$ cat src/hdl/mnes_ram.sv
// Generic single-port-write, single-read RAM with registered read data.
module mnes_ram #(
   parameter int WIDTH = 8,
   parameter int DEPTH = 16
) (
   input  logic                     clock,
   input  logic                     wr_en,
   input  logic [$clog2(DEPTH)-1:0] wr_addr,
   input  logic [WIDTH-1:0]         wr_data,
   input  logic [$clog2(DEPTH)-1:0] rd_addr,
   output logic [WIDTH-1:0]         rd_data
);

   logic [WIDTH-1:0] mem [DEPTH];

   always_ff @(posedge clock) begin
      if (wr_en)
         mem[wr_addr] <= wr_data;
      rd_data <= mem[rd_addr];
   end

endmodule

$ cat config.mk
export PLATFORM = sky130hd
export DESIGN_NAME = mnes_ram
export DESIGN_NICKNAME = d
export VERILOG_FILES = /design/src/hdl/mnes_ram.sv
export SDC_FILE = /design/constraint.sdc
export NUM_CORES = 1
export LEC_CHECK = 0
export BUFFER_PORTS_ARGS = -buffer_cell sky130_fd_sc_hd__buf_2
export CAP_MARGIN = 20
export CORE_ASPECT_RATIO = 0.8
export CORE_MARGIN = 1.5
export CORE_UTILIZATION = 45
export CTS_BUF_LIST = sky130_fd_sc_hd__clkbuf_8
export CTS_CLUSTER_SIZE = 12
export DETAILED_ROUTE_END_ITERATION = 16
export HOLD_SLACK_MARGIN = 0.15
export PLACE_DENSITY = 0.64
export SYNTH_ARGS = -nofsm -noshare
export SYNTH_HDL_FRONTEND = slang
export SYNTH_SLANG_ARGS = --single-unit
$ cat constraint.sdc
create_clock -name clock -period 1.6 [get_ports clock]
set_input_delay 0.16 -clock clock [delete_from_list [all_inputs] [get_ports clock]]
set_output_delay 0.16 -clock clock [all_outputs]
set_load 0.01 [all_outputs]
==> implementation parameters <==
Parameter                              Value

Floorplan
  Vert. Die Dim    98.7 um
  Core footprint    11000 sq um
  Width of the die    123 um
  Initial core utilization    46.7%
  Area of the die    12100 sq um
  I/O pin count    26
  Number of placement rows    34

Setup path
  Worst Setup SP    mem[4][0]
  Delay of the slowest cell on the worst path    0.55 ns
  Number of buffers and inverters on the critical path    0
  Element type at the critical path start    flop
  Crit path arrival time    1.71 ns
  Worst r2r src    mem[4][0]
  Type of the worst setup path    reg -> reg
  CP max stage cell    sky130_fd_sc_hd__mux4_1
  Largest fanout on the critical path    1
  Critical path capture point type    flop
  Worst EP required    1.91 ns
  Ordered list of cells on the worst path    mux4_1 > a22oi_1 > nand2_1
  Kind of cell adding the most delay to the critical path    multiplexers

Routing
  Final routed DRC violation total    0
  DR WL/cell    22.3 um
  Mean number of vias per cell    5.39
  Number of iterations in the first detailed-routing pass    4
  Vias after detailed routing    2421
  Total wire length    10.0 mm
  Count of nets left with antenna violations after detail routing    0
  Number of DRC markers after the initial detailed-route iteration    254

Hold path
  HP Start    rd_addr[3]
  Worst min-delay path category    in -> reg

STA
  Final Hold Slack    0.296 ns
  Setup slack of the critical path after layout    0.195 ns
  Setup repair after global routing missed its margin    false
  Number of endpoints with negative hold slack in the final report    0
  Worst rel slew slack    46.4%
  Total setup violations reported at the end of the flow    0
  Highest attainable clock frequency    712 MHz
  Max-slew violation count    0
  Portion of the clock cycle consumed by the worst path in the final layout    87.8%
  Post-layout min period    1.40 ns
  Transition time of the tightest slew-check pin    0.803 ns
  Post-route clock skew    0.00774 ns

Yosys
  Most area-hungry cell type in the Yosys netlist    sky130_fd_sc_hd__edfxtp_1
  Synth warnings    0
  Seq/Total Area, Yosys    77.8%
  Post-synthesis cell area    5150 sq um
  Synthesized netlist net count    247
  Mean post-synth cell area    22.5 sq um
  Flip-flop and latch count after synthesis    136
  Fraction of synthesized cell area taken by the top area cell type    74.7%
  Dominant cells by area after synthesis    sky130_fd_sc_hd__edfxtp_1 75%, sky130_fd_sc_hd__mux4_2 7.9%, sky130_fd_sc_hd__mux4_1 7.1%, sky130_fd_sc_hd__dfxtp_1 3.1%, sky130_fd_sc_hd__a22oi_1 2.3%
  Post-Syn Instances    229
  Post-synthesis cell type count    19

Global routing
  Number of antenna violations at the first check in global routing    0
  Wire length of the first global-routing pass    15.2 mm
  Remaining global-route overflow    0
  Combined global-route utilization of all metal layers    18.3%
  Via count of the first global-routing pass    2615
  Largest net degree at the start of global routing    33

Pwr
  Power per cell area    1220 nW/um^2
  Cell leakage power    2.09 nW
  Max VDD drop    491 uV

Final layout
  Post-Layout Inst Area    6080 sq um
  Finished Layout Cells    449
  Antenna diode count    0
  Filler Cell Count    862
  Register cell area after layout    4000 sq um
  Number of nets in the finished design    310
  Multi-input logic area    1060 sq um
  P&R area growth vs syn    18.1%
  Share of post-route cells with drive strength above 1    31.1%
  Final core utilization    55.2%

Clock tree
  Clock tree from TritonCTS    built
  Num CTS Buffers    17
  Post-CTS setup-driven buffer insertion count    0
  Clk Latency, worst-skew pair    0.42 ns
  Deepest clock path buffer count    2
  Htree depth    4
  CTS clock-pin slew for the worst setup and hold paths    0.07 ns
  Count of clock tree sinks    136
  CTS Root Cell    sky130_fd_sc_hd__clkbuf_8

Place
  Worst setup slack after placement    -0.0477 ns
  Final weighted congestion in routability-driven placement    0.691
  Number of buffers added on ports    25
  Post-detail-place hpwl    6.40 mm
  Number of placed instances, taps included    409
  Post-place instance area    5570 sq um

Outcome
  Status    finished clean

Job
  Max capacitance violation total    0
==> repair_timing <==
action / in CTS / in global routing
hold buffers: 8 / 0
endpoints found under the hold margin: 128 / 0
gates resized for setup: 0 / 0
==> report_power, final <==
group,leakage (nW),switching [W],internal (W)
logic,0.630,0.000217,0.000179
clock network,0.236,0.00122,0.00179
registers,1.22,0.0000229,0.00398
total,2.09,0.00146,0.00595
==> synthesized netlist by cell type (all sizes together) <==
library cell   count
a22oi             16
and2               1
and2b              1
buf                7
clkdlybuf4s25      3
dfxtp              8
edfxtp           128
mux4              32
nand2              9
nand2b             2
nand3              1
nand3b             2
nor2              13
nor2b              1
nor3               4
or3b               1
==> sequential cells by signal, summed over array words and instances, names as in the netlist <==
name     cells
mem        128
rd_data      8
==> cell type report <==
class / count / area share [%]
flip-flops and latches: 136 / 65.9
repair buffers: 54 / 6.59
clock inverters: 12 / 2.57
multi-input cells: 83 / 17.5
well taps: 144 / 2.96
clock buffers: 20 / 4.53
==> path summary, 6_finish.rpt <==
| kind | cells past startpoint | slack [ns] | endpoint |
|---|---|---|---|
| setup / recovery | 3 | 0.20 | rd_data[0] |
| hold / removal | 5 | 0.30 | rd_data[5] |
| setup reg to reg | 3 | 0.20 | rd_data[0] |
| hold reg to reg | 3 | 0.68 | rd_data[5] |
==> through the flow <==
| step | power, W | setup TNS [ns] |
|---|---|---|
| after detailed placement | 0.00447 | -0.0477 |
| after global routing | 0.00766 | 0 |
| after floorplan | 0.00429 | 0 |
| after global placement | 0.00446 | -0.0290 |
| final | 0.00742 | 0 |
| after CTS | 0.00749 | 0 |
==> worst min-delay path: cells and delay by family <==
| family | cells | cell delay (ns) |
|---|---|---|
| AOI/OAI and AO/OA | 1 | 0.09 |
| and+or+nand+nor | 2 | 0.15 |
| buffers and inverters | 2 | 0.29 |
==> kinds of logic (layout without fill, tap and decap cells) <==
| group | after synthesis | in the layout | synth area share, % |
|---|---|---|---|
| flip-flops | 136 | 136 | 77.8 |
| AND/OR/NAND/NOR | 35 | 35 | 3.18 |
| multiplexers | 32 | 32 | 15.0 |
| AO/OA/AOI/OAI | 16 | 16 | 2.33 |
| buffers and inverters | 10 | 86 | 1.68 |
==> metal layers <==
layer  up-vias  global-route usage [%]  wire length (um)
met5         -                       0                 0
met3         2                    4.86               669
met4         0                    6.80                25
met2        81                    27.0              4790
li1       1094                       -                 -
met1      1244                    26.4              4540
==> cell usage in the layout, fill, tap and decap left out, drive strengths merged <==
cell	netlist	layout
nor3	4	4
and2	1	1
inv	0	3
nand3	1	1
dlygate4sd3	0	8
nand2b	2	2
nand3b	2	2
bufinv	0	4
or3b	1	1
a22oi	16	16
clkbuf	0	20
nand2	9	9
mux4	32	32
and2b	1	1
edfxtp	128	128
clkinv	0	5
nor2	13	13
buf	7	46
dfxtp	8	8
nor2b	1	1
No activity file was read; power rests on OpenSTA's default activity.
